## src/sv/ascu_pkg.sv

```systemverilog
// ----------------------------------------------------------------------------
// ascu_pkg: shared constants of the step counter unit
// Widths, register indexes, item codes and reset values.
// ----------------------------------------------------------------------------
`timescale 1ns / 1ps

package ascu_pkg;

  localparam int unsigned SampleBitsDef = 12;

  localparam int unsigned ThrW   = 13;
  localparam int unsigned TmrW   = 8;
  localparam int unsigned CountW = 16;
  localparam int unsigned CfgIdxW  = 2;
  localparam int unsigned CfgDataW = 13;

  // register indexes on the configuration port
  localparam logic [CfgIdxW-1:0] RegStepThr  = 2'd0;
  localparam logic [CfgIdxW-1:0] RegRearmThr = 2'd1;
  localparam logic [CfgIdxW-1:0] RegRefract  = 2'd2;

  // item codes
  localparam logic FuncSample = 1'b0;
  localparam logic FuncClear  = 1'b1;

  // register reset values
  localparam logic [ThrW-1:0] StepThrRst  = 13'd230;
  localparam logic [ThrW-1:0] RearmThrRst = 13'd200;
  localparam logic [TmrW-1:0] RefractRst  = 8'd5;

endpackage

```

## src/sv/ascu_if.sv

```systemverilog
// ----------------------------------------------------------------------------
// ascu_if: valid/ready channels of the step counter unit
// Sample channel in, result channel out.
// ----------------------------------------------------------------------------
`timescale 1ns / 1ps

interface ascu_in_if #(
  parameter int unsigned SAMPLE_BITS = ascu_pkg::SampleBitsDef
);
  logic                   valid;
  logic                   ready;
  logic                   func;
  logic [SAMPLE_BITS-1:0] x_sample;
  logic [SAMPLE_BITS-1:0] y_sample;

  modport source (output valid, func, x_sample, y_sample, input ready);
  modport sink   (input valid, func, x_sample, y_sample, output ready);
endinterface

interface ascu_out_if #(
  parameter int unsigned SAMPLE_BITS = ascu_pkg::SampleBitsDef
);
  logic                          valid;
  logic                          ready;
  logic [ascu_pkg::CountW-1:0]   step_total;
  logic [SAMPLE_BITS:0]          movement;
  logic                          step_now;

  modport source (output valid, step_total, movement, step_now, input ready);
  modport sink   (input valid, step_total, movement, step_now, output ready);
endinterface

```

## src/sv/accel_step_counter_unit.sv

```systemverilog
// ----------------------------------------------------------------------------
// accel_step_counter_unit: pedometer step detector on x/y samples
// Path: an input transfer reaches its result through the input reg and the result reg.
// Throughput: 1 item per cycle, set by the state update stage, while the result channel does not stall.
// Reset: thresholds 230/200, refractory 5, count 0, armed, previous sample 0.
// A clear item produces no result and leaves the update stage without waiting for a result slot.
// ----------------------------------------------------------------------------
`timescale 1ns / 1ps

module accel_step_counter_unit #(
  parameter int unsigned SAMPLE_BITS = ascu_pkg::SampleBitsDef
) (
  input  logic                          clk_i,
  input  logic                          rst_ni,
  ascu_in_if.sink                       in_if,
  ascu_out_if.source                    out_if,
  input  logic                          cfg_we_i,
  input  logic [ascu_pkg::CfgIdxW-1:0]  cfg_idx_i,
  input  logic [ascu_pkg::CfgDataW-1:0] cfg_data_i
);

  localparam int unsigned SW   = SAMPLE_BITS;
  localparam int unsigned MvW  = SAMPLE_BITS + 1;
  // compare width covers both movement and threshold
  localparam int unsigned CmpW = (MvW > ascu_pkg::ThrW) ? MvW : ascu_pkg::ThrW;

  // configuration registers
  logic [ascu_pkg::ThrW-1:0] step_thr_q, rearm_thr_q;
  logic [ascu_pkg::TmrW-1:0] refract_q;

  always_ff @(posedge clk_i or negedge rst_ni) begin
    if (!rst_ni) begin
      step_thr_q  <= ascu_pkg::StepThrRst;
      rearm_thr_q <= ascu_pkg::RearmThrRst;
      refract_q   <= ascu_pkg::RefractRst;
    end else if (cfg_we_i) begin
      case (cfg_idx_i)
        ascu_pkg::RegStepThr:  step_thr_q  <= cfg_data_i[ascu_pkg::ThrW-1:0];
        ascu_pkg::RegRearmThr: rearm_thr_q <= cfg_data_i[ascu_pkg::ThrW-1:0];
        ascu_pkg::RegRefract:  refract_q   <= cfg_data_i[ascu_pkg::TmrW-1:0];
        default: ; // unused index, write dropped
      endcase
    end
  end

  // --------------------------------------------------------------------------
  // input register stage
  // --------------------------------------------------------------------------
  logic          s1_valid_q;
  logic          s1_func_q;
  logic [SW-1:0] s1_x_q, s1_y_q;
  logic          s1_adv;
  logic          out_free;
  logic          out_load;

  // result register can take a new item when empty or being drained
  assign out_free = !out_if.valid || out_if.ready;
  // a clear item needs no result slot, so it always moves on
  assign s1_adv   = s1_valid_q && ((s1_func_q == ascu_pkg::FuncClear) || out_free);
  assign in_if.ready = !s1_valid_q || s1_adv;

  always_ff @(posedge clk_i or negedge rst_ni) begin
    if (!rst_ni) begin
      s1_valid_q <= 1'b0;
    end else if (in_if.ready) begin
      s1_valid_q <= in_if.valid;
    end
  end

  always_ff @(posedge clk_i) begin
    if (in_if.valid && in_if.ready) begin
      s1_func_q <= in_if.func;
      s1_x_q    <= in_if.x_sample;
      s1_y_q    <= in_if.y_sample;
    end
  end

  // --------------------------------------------------------------------------
  // update stage: movement, refractory timer, step decision
  // --------------------------------------------------------------------------
  logic [SW-1:0]               last_x_q, last_y_q;
  logic [ascu_pkg::CountW-1:0] step_cnt_q, step_cnt_d;
  logic                        armed_q, armed_d;
  logic [ascu_pkg::TmrW-1:0]   tmr_q, tmr_d;

  logic [SW-1:0]               dx, dy;
  logic [MvW-1:0]              mv;
  logic [CmpW-1:0]             mv_cmp, step_cmp, rearm_cmp;
  logic [ascu_pkg::TmrW-1:0]   tmr_inc;
  logic                        armed_pre;
  logic [ascu_pkg::TmrW-1:0]   tmr_pre;
  logic                        step_hit;

  assign dx = (s1_x_q >= last_x_q) ? (s1_x_q - last_x_q) : (last_x_q - s1_x_q);
  assign dy = (s1_y_q >= last_y_q) ? (s1_y_q - last_y_q) : (last_y_q - s1_y_q);
  assign mv = MvW'(dx) + MvW'(dy);

  assign mv_cmp    = CmpW'(mv);
  assign step_cmp  = CmpW'(step_thr_q);
  assign rearm_cmp = CmpW'(rearm_thr_q);
  assign tmr_inc   = tmr_q + ascu_pkg::TmrW'(1);

  always_comb begin
    // refractory timer runs only while disarmed
    armed_pre = armed_q;
    tmr_pre   = tmr_q;
    if (!armed_q) begin
      if (tmr_inc >= refract_q) begin
        armed_pre = 1'b1;
        tmr_pre   = '0;
      end else begin
        tmr_pre   = tmr_inc;
      end
    end

    step_hit   = armed_pre && (mv_cmp > step_cmp);
    step_cnt_d = step_cnt_q;
    armed_d    = armed_pre;
    tmr_d      = tmr_pre;
    if (step_hit) begin
      step_cnt_d = step_cnt_q + ascu_pkg::CountW'(1);
      armed_d    = 1'b0;
      tmr_d      = '0;
    end
    // quiet movement re-arms, even right after a step
    if (mv_cmp < rearm_cmp) begin
      armed_d = 1'b1;
      tmr_d   = '0;
    end
  end

  always_ff @(posedge clk_i or negedge rst_ni) begin
    if (!rst_ni) begin
      last_x_q   <= '0;
      last_y_q   <= '0;
      step_cnt_q <= '0;
      armed_q    <= 1'b1;
      tmr_q      <= '0;
    end else if (s1_adv) begin
      if (s1_func_q == ascu_pkg::FuncClear) begin
        // clear keeps the previous sample and the timer
        step_cnt_q <= '0;
        armed_q    <= 1'b1;
      end else begin
        last_x_q   <= s1_x_q;
        last_y_q   <= s1_y_q;
        step_cnt_q <= step_cnt_d;
        armed_q    <= armed_d;
        tmr_q      <= tmr_d;
      end
    end
  end

  // --------------------------------------------------------------------------
  // result register
  // --------------------------------------------------------------------------
  logic                        out_valid_q;
  logic [ascu_pkg::CountW-1:0] out_total_q;
  logic [MvW-1:0]              out_mv_q;
  logic                        out_step_q;

  assign out_load = s1_adv && (s1_func_q == ascu_pkg::FuncSample);

  always_ff @(posedge clk_i or negedge rst_ni) begin
    if (!rst_ni) begin
      out_valid_q <= 1'b0;
    end else if (out_load) begin
      out_valid_q <= 1'b1;
    end else if (out_if.ready) begin
      out_valid_q <= 1'b0;
    end
  end

  always_ff @(posedge clk_i) begin
    if (out_load) begin
      out_total_q <= step_cnt_d;
      out_mv_q    <= mv;
      out_step_q  <= step_hit;
    end
  end

  assign out_if.valid      = out_valid_q;
  assign out_if.step_total = out_total_q;
  assign out_if.movement   = out_mv_q;
  assign out_if.step_now   = out_step_q;

  // --------------------------------------------------------------------------
  // assertions
  // --------------------------------------------------------------------------
  // a clear transfer leaves the unit armed with a zero count
  a_clear_arms: assert property (@(posedge clk_i) disable iff (!rst_ni)
    s1_adv && (s1_func_q == ascu_pkg::FuncClear) |=> armed_q && (step_cnt_q == '0))
    else $error("clear did not arm the unit or zero the count");

  // a counted step bumps the count by exactly one
  a_step_count: assert property (@(posedge clk_i) disable iff (!rst_ni)
    out_load && step_hit |=> step_cnt_q == $past(step_cnt_q) + ascu_pkg::CountW'(1))
    else $error("step did not advance the count by one");

  // the result register is never overwritten while its result waits
  a_no_overrun: assert property (@(posedge clk_i) disable iff (!rst_ni)
    out_valid_q && !out_if.ready |-> !out_load)
    else $error("result register loaded while stalled");

endmodule
```

## src/flat_wrapper.sv

```systemverilog
// flat-port wrapper written by rule: the top's interface ports become plain ports
module accel_step_counter_unit_flat 
#(
  parameter int unsigned SAMPLE_BITS = ascu_pkg::SampleBitsDef
)
  (clk_i, rst_ni, cfg_we_i, cfg_idx_i, cfg_data_i, in_if_valid, in_if_func, in_if_x_sample, in_if_y_sample, in_if_ready, out_if_valid, out_if_step_total, out_if_movement, out_if_step_now, out_if_ready);
  ascu_in_if #(.SAMPLE_BITS(SAMPLE_BITS)) in_if_i ();
  ascu_out_if #(.SAMPLE_BITS(SAMPLE_BITS)) out_if_i ();
  input  logic clk_i;
  input  logic rst_ni;
  input  logic cfg_we_i;
  input  logic [ascu_pkg::CfgIdxW-1:0] cfg_idx_i;
  input  logic [ascu_pkg::CfgDataW-1:0] cfg_data_i;
  input wire logic [$bits(in_if_i.valid)-1:0] in_if_valid;
  input wire logic [$bits(in_if_i.func)-1:0] in_if_func;
  input wire logic [$bits(in_if_i.x_sample)-1:0] in_if_x_sample;
  input wire logic [$bits(in_if_i.y_sample)-1:0] in_if_y_sample;
  output wire logic [$bits(in_if_i.ready)-1:0] in_if_ready;
  output wire logic [$bits(out_if_i.valid)-1:0] out_if_valid;
  output wire logic [$bits(out_if_i.step_total)-1:0] out_if_step_total;
  output wire logic [$bits(out_if_i.movement)-1:0] out_if_movement;
  output wire logic [$bits(out_if_i.step_now)-1:0] out_if_step_now;
  input wire logic [$bits(out_if_i.ready)-1:0] out_if_ready;
  assign in_if_i.valid = in_if_valid;
  assign in_if_i.func = in_if_func;
  assign in_if_i.x_sample = in_if_x_sample;
  assign in_if_i.y_sample = in_if_y_sample;
  assign in_if_ready = in_if_i.ready;
  assign out_if_valid = out_if_i.valid;
  assign out_if_step_total = out_if_i.step_total;
  assign out_if_movement = out_if_i.movement;
  assign out_if_step_now = out_if_i.step_now;
  assign out_if_i.ready = out_if_ready;
  accel_step_counter_unit #(.SAMPLE_BITS(SAMPLE_BITS)) u_core (.clk_i(clk_i), .rst_ni(rst_ni), .in_if(in_if_i), .out_if(out_if_i), .cfg_we_i(cfg_we_i), .cfg_idx_i(cfg_idx_i), .cfg_data_i(cfg_data_i));
endmodule
```

## config.mk

```make
export PLATFORM = sky130hd
export DESIGN_NAME = accel_step_counter_unit_flat
export DESIGN_NICKNAME = d
export VERILOG_FILES = /design/src/sv/ascu_pkg.sv /design/src/sv/ascu_if.sv /design/src/sv/accel_step_counter_unit.sv /design/src/flat_wrapper.sv
export SDC_FILE = /design/constraint.sdc
export NUM_CORES = 1
export LEC_CHECK = 0
export ABC_AREA = 1
export BUFFER_PORTS_ARGS = -buffer_cell sky130_fd_sc_hd__buf_2
export CORE_MARGIN = 2
export CORE_UTILIZATION = 35
export CTS_CLUSTER_DIAMETER = 120
export DETAILED_ROUTE_END_ITERATION = 6
export GPL_TIMING_DRIVEN = 0
export MAX_ROUTING_LAYER = met4
export PLACE_DENSITY = 0.57
export SLEW_MARGIN = 20
export SYNTH_ARGS = -nofsm -noshare
export SYNTH_HDL_FRONTEND = slang
export SYNTH_SLANG_ARGS = --single-unit
```

## constraint.sdc

```tcl
create_clock -name clk_i -period 6.39 [get_ports clk_i]
set_clock_uncertainty 0.05 [all_clocks]
set_input_delay 0.3195 -clock clk_i [delete_from_list [all_inputs] [get_ports clk_i]]
set_output_delay 0.3195 -clock clk_i [all_outputs]
set_load 0.1 [all_outputs]
```

# Word level (Yosys, flattened, before mapping)
# Cells that the tools add are included.
# totals
ff_bits	140
in_bits	45
out_inout_bits	32
# op_classes
addsub	7
order_cmp	5
eq_ne	3
mux	15
n_bitwise	1
n_reduce_logical	16
# ops
operator	count
$sub A12 B12 Y12	4
$mux W16	2
$mux W8	4
$ge A12 B12 Y1	2
$mux W12	2
$add A16 B1 Y16 const B	1
$add A12 B12 Y13	1
$gt A13 B13 Y1	1
$lt A13 B13 Y1	1
$add A8 B1 Y8 const B	1
$ge A8 B8 Y1	1
$reduce_and A2 Y1	4
$mux W1	7
$logic_and A1 B1 Y1	4
$logic_or A1 B1 Y1	3
$ne A3 B3 Y1 const B	1
$reduce_and A3 Y1	1
$eq A2 B1 Y1 const B	1
$eq A2 B2 Y1 const B	1
$logic_not A1 Y1	2
$logic_not A2 Y1	1
$reduce_bool A2 Y1	1
$not A1 Y1	1

# Logic depth before layout (Yosys ltp)
# logic_depth
word_depth	8
depth_mapped	39

# Least setup slack after synthesis
# OpenSTA, ideal clock, no wires.
# synth_timing
kind	reg-to-reg
start	reg u_core.s1_x_q[0]
end	reg u_core.out_total_q (netlist bit u_core.out_if.step_total[0]), data pin
setup_ns	0.255
t_arrival_ns	4.349
t_required_ns	6.085
setup_slack_ns	1.737
path_stages_with_launch	33
path_buffers	1
synth_period_minus_slack_ns	4.653
cell_sequence	edfxtp_1 -> inv_1 -> ha_1 -> inv_1 -> fa_1 -> nand2_1 -> and2_2 -> inv_2 -> o21ai_2 -> nand3_4 -> inv_2 -> o21ai_0 -> o21ai_1 -> inv_1 -> ha_1 -> nand2_1 -> nor3_1 -> nor2_1 -> o21ai_0 -> nand2_1 -> nand2_1 -> xor2_1 -> ha_1 -> nand2_1 -> inv_1 -> nand2_1 -> nand2_1 -> a21oi_1 -> nand2_2 -> nand3_4 -> buf_2 -> nand2_1 -> and2_1
# synth_via
elab_chain_len	6
word_cells_on_any_way	8
cone_classes	add/sub: 3; order compare: 2; mux: 2; reduce/logical: 1
# synth_rtl
item	line_no	source
start: declaration	accel_step_counter_unit.sv:51	logic [SW-1:0] s1_x_q, s1_y_q;
start signal: assignment	accel_step_counter_unit.sv:73	s1_x_q <= in_if.x_sample;
$sub A12 B12 Y12 or $ge A12 B12 Y1 (tied branches)	accel_step_counter_unit.sv:94	assign dx = (s1_x_q >= last_x_q) ? (s1_x_q - last_x_q) : (last_x_q - s1_x_q);
$mux W12 (*)	accel_step_counter_unit.sv:94	
$add A12 B12 Y13 (*)	accel_step_counter_unit.sv:96	assign mv = MvW'(dx) + MvW'(dy);
named net u_core.mv[11]	accel_step_counter_unit.sv:87	logic [MvW-1:0] mv;
$gt A13 B13 Y1 (*)	accel_step_counter_unit.sv:116	step_hit = armed_pre && (mv_cmp > step_cmp);
$logic_and A1 B1 Y1 (*)	accel_step_counter_unit.sv:116	
$mux W16 (*)	accel_step_counter_unit.sv:120	if (step_hit) begin
named net u_core.step_cnt_d, one bit	accel_step_counter_unit.sv:82	logic [ascu_pkg::CountW-1:0] step_cnt_q, step_cnt_d;
end signal: assignment	accel_step_counter_unit.sv:176	out_total_q <= step_cnt_d;
end: declaration	accel_step_counter_unit.sv:158	logic [ascu_pkg::CountW-1:0] out_total_q;
# The timed path passes the listed nets; every way through them passes the cells marked *.
# A chain may end at the register's enable or synchronous reset.

# Worst setup path after layout
# Ends and elaborated chain as after synthesis.

==> metrics.cfg <==
[placed_design]
placed_area_sq_um = 10520
gp_congestion = 0.8590
dpl.hpwl_microns = 17950
io_buffer_count = 76

[status]
status = complete, no violations

[die]
die_h_microns = 169.8
initial_core_util_pct = 35.71
dieArea_sq_um = 28840
rows = 60
ios = 77
die_w_microns = 169.8
core_area_sq_um = 26950

[clock_tree]
cts_setup_buffers = 0
cts_resized = 0
cts_buffer_depth = 2
clk_pin_slew_ns = 0.07
htreeDepth = 4
clock_sinks = 140
numCtsBuffers = 17
insertion_delay_ns = 0.43
cts_root_buffer = clkbuf_16
cts_tree = built

[timing]
setup_viol_count_final = 0
hold_viol_final = 0
slew_headroom_pct = 59.98
max_freq_ghz = 0.1769
setup_tns_ns = 0
rsz0062_at_grt = false
layout_min_cycle_time_ns = 5.654
slew_violations = 0
tightest_slew_ns = 0.6003
period_share_pct = 88.48

[detailed_routing]
wire_per_inst_microns = 13.77
drc = 0
drt_first_pass_iters = 5
ant_nets = 0
detail_route.iter0.violations = 476
vias = 7840
viasPerCell = 4.672
drt-total-wl_microns = 23110

[hold_path]
worstHoldPathCells = 1
hp-class = input port to flop

[worst_setup_path]
cp.required_ns = 6.51
worstPathArrival_ns = 5.78
critPathCaptureType = flop
crit_fanout = 10
crit_top_cell = nand2_1
startpoint_type = flop
r2r_cells = 32
slowest_stage = fa_1
slowest_delay_ns = 0.44
critPathKind = flop to flop

[synthesis]
syn_nets = 1353
synth_cell_types = 47
async_reset_ff_share_pct = 60.71
yosys_warnings = 0
avgSynthCellArea_sq_um = 7.954
synth.yosys.seq_area_share_pct = 39.40
ys_seq_elements = 140
ys.flop_type = dfrtp_1
synth.cell_area_sq_um = 9624
synth_edf_count = 55
syn_inst = 1210

[power_and_ir_drop]
p_leak_uw = 0.005755
total_power_uw = 5523
vdd_drop_max_mv = 0.3143
power_density_nw_per_um2 = 488.0

[job]
max_cap_viol_count = 0

[final_layout]
fin_area_sq_um = 11320
syn_to_final_growth_pct = 17.59
antennaDiodeCount = 0
nets = 1467
drive_gt1_share_pct = 14.06

[global_routing]
grt_max_degree = 62
overflow = 0
antenna_found_initial = 0
grt_use_total_pct = 17.29
grt_pass1_wl_microns = 38400
grt_pass1_vias = 7642

-- what timing repair did --
| action | 4_1_cts | 5_1_grt |
|---|---|---|
| hold buffers | 16 | 0 |
| endpoints found under the setup margin | 0 | 0 |
| hold endpoints to repair | 39 | 0 |
-- Yosys cell counts, types with 9 or more instances --
master / number / area (sq um)
o21ai_2: 22 / 192.7
clkbuf_1: 10 / 37.54
o21ai_0: 90 / 450.4
edfxtp_1: 55 / 1652
nand4_1: 9 / 56.30
dfstp_2: 11 / 289.0
nor2_1: 74 / 277.8
dfrtp_1: 74 / 1852
xor2_1: 46 / 402.9
a21oi_1: 60 / 300.3
ha_1: 93 / 1164
nand2_1: 327 / 1227
nand3_1: 50 / 250.2
inv_1: 199 / 747.0
-- where the power goes --
part           internal, uW  switching (uW)
Combinational          1010            2190
Clock                   664             436
Sequential             1150            80.9
Total                  2820            2710
-- placed cells by master, fill, tap and decap left out, types with 10 or more instances in the layout --
| cell type | count |
|---|---|
| o21ai_0 | 90 |
| nor2_1 | 73 |
| inv_1 | 199 |
| dfrtp_1 | 74 |
| edfxtp_1 | 55 |
| dfstp_2 | 11 |
| clkbuf_16 | 17 |
| o21ai_2 | 22 |
| ha_1 | 93 |
| buf_2 | 83 |
| dlygate4sd3_1 | 16 |
| a21oi_1 | 60 |
| xor2_1 | 46 |
| nand3_1 | 50 |
| clkbuf_1 | 10 |
| nand2_1 | 327 |
-- kinds of logic (layout without fill, tap and decap cells) --
family / count (synthesis) / after routing / synth area share [%]
AND/OR/NAND/NOR: 489 / 489 / 21.07
buffers and inverters: 231 / 358 / 9.581
AO/OA/AOI/OAI: 198 / 198 / 11.88
flip-flops: 140 / 140 / 39.40
adder cells (fa/ha/maj): 98 / 98 / 13.13
XOR/XNOR: 53 / 53 / 4.823
multiplexers: 1 / 1 / 0.1040
-- stage by stage --
stage	utilization, %	hold WS [ns]	instances	setup slack, ns
floorplan	-	-0.02609	1210	1.737
global placement	38.70	0.4185	1627	0.8447
detailed placement	39.04	0.1567	1630	0.8070
CTS	41.99	0.001146	1678	0.7722
global route	41.99	0.0009827	1678	0.3828
finish	41.99	0.01545	1678	0.7361
-- layout make-up --
type	count	area, sq um
clock buffer	18	429.2
fill	2722	15630
multi-input combinational	839	4917
sequential	140	3792
timing repair buffer	95	621.8
inverter	206	775.7
clock inverter	14	206.4
buffer	25	147.6
tap	341	426.7
-- worst paths after layout --
path	start	end	slack, ns
max	u_core.s1_x_q[0]$_DFFE_PP_	u_core.out_if.step_total[0]$_DFFE_PP_	0.74
min	in_if_y_sample[11]	u_core.s1_y_q[11]$_DFFE_PP_	0.02
max reg2reg	u_core.s1_x_q[0]$_DFFE_PP_	u_core.out_if.step_total[0]$_DFFE_PP_	0.74
min reg2reg	u_core.rearm_cmp[9]$_DFFE_PN0P_	u_core.rearm_cmp[9]$_DFFE_PN0P_	0.43
max in group asynchronous	rst_ni	u_core.refract_q[0]$_DFFE_PN1P_	5.36
min in group asynchronous	rst_ni	u_core.step_cnt_q[12]$_DFFE_PN0P_	0.27
-- layer usage --
layer	track usage, %	up-vias	wire [microns]
met1	23.07	3611	11520
met2	27.51	119	10550
met4	4.534	0	403
met5	-	-	0
li1	-	4088	-
met3	2.721	22	638
-- flip-flops by register name, indices dropped and copies added, names as in the netlist --
signal                    cells
u_core.out_if.step_total     16
u_core.step_cnt_q            16
u_core.out_if.movement       13
u_core.rearm_cmp             13
u_core.step_cmp              13
u_core.last_x_q              12
u_core.last_y_q              12
u_core.s1_x_q                12
u_core.s1_y_q                12
u_core.refract_q              8
u_core.tmr_q                  8
u_core.armed_q                1
u_core.out_if.step_now        1
u_core.out_if.valid           1
u_core.s1_func_q              1
u_core.s1_valid_q             1
-- critical path, delay by kind of cell (launching register included) --
kind                       cells  cell delay (ns)
DFF                            1             0.41
adders and majority gates      4             1.27
AOI/OAI and AO/OA              5             0.87
xor gates and xnor gates       1             0.35
buffers and inverters          7             0.72
and+or+nand+nor               15             1.69
Power figures use the tool's default switching activity.
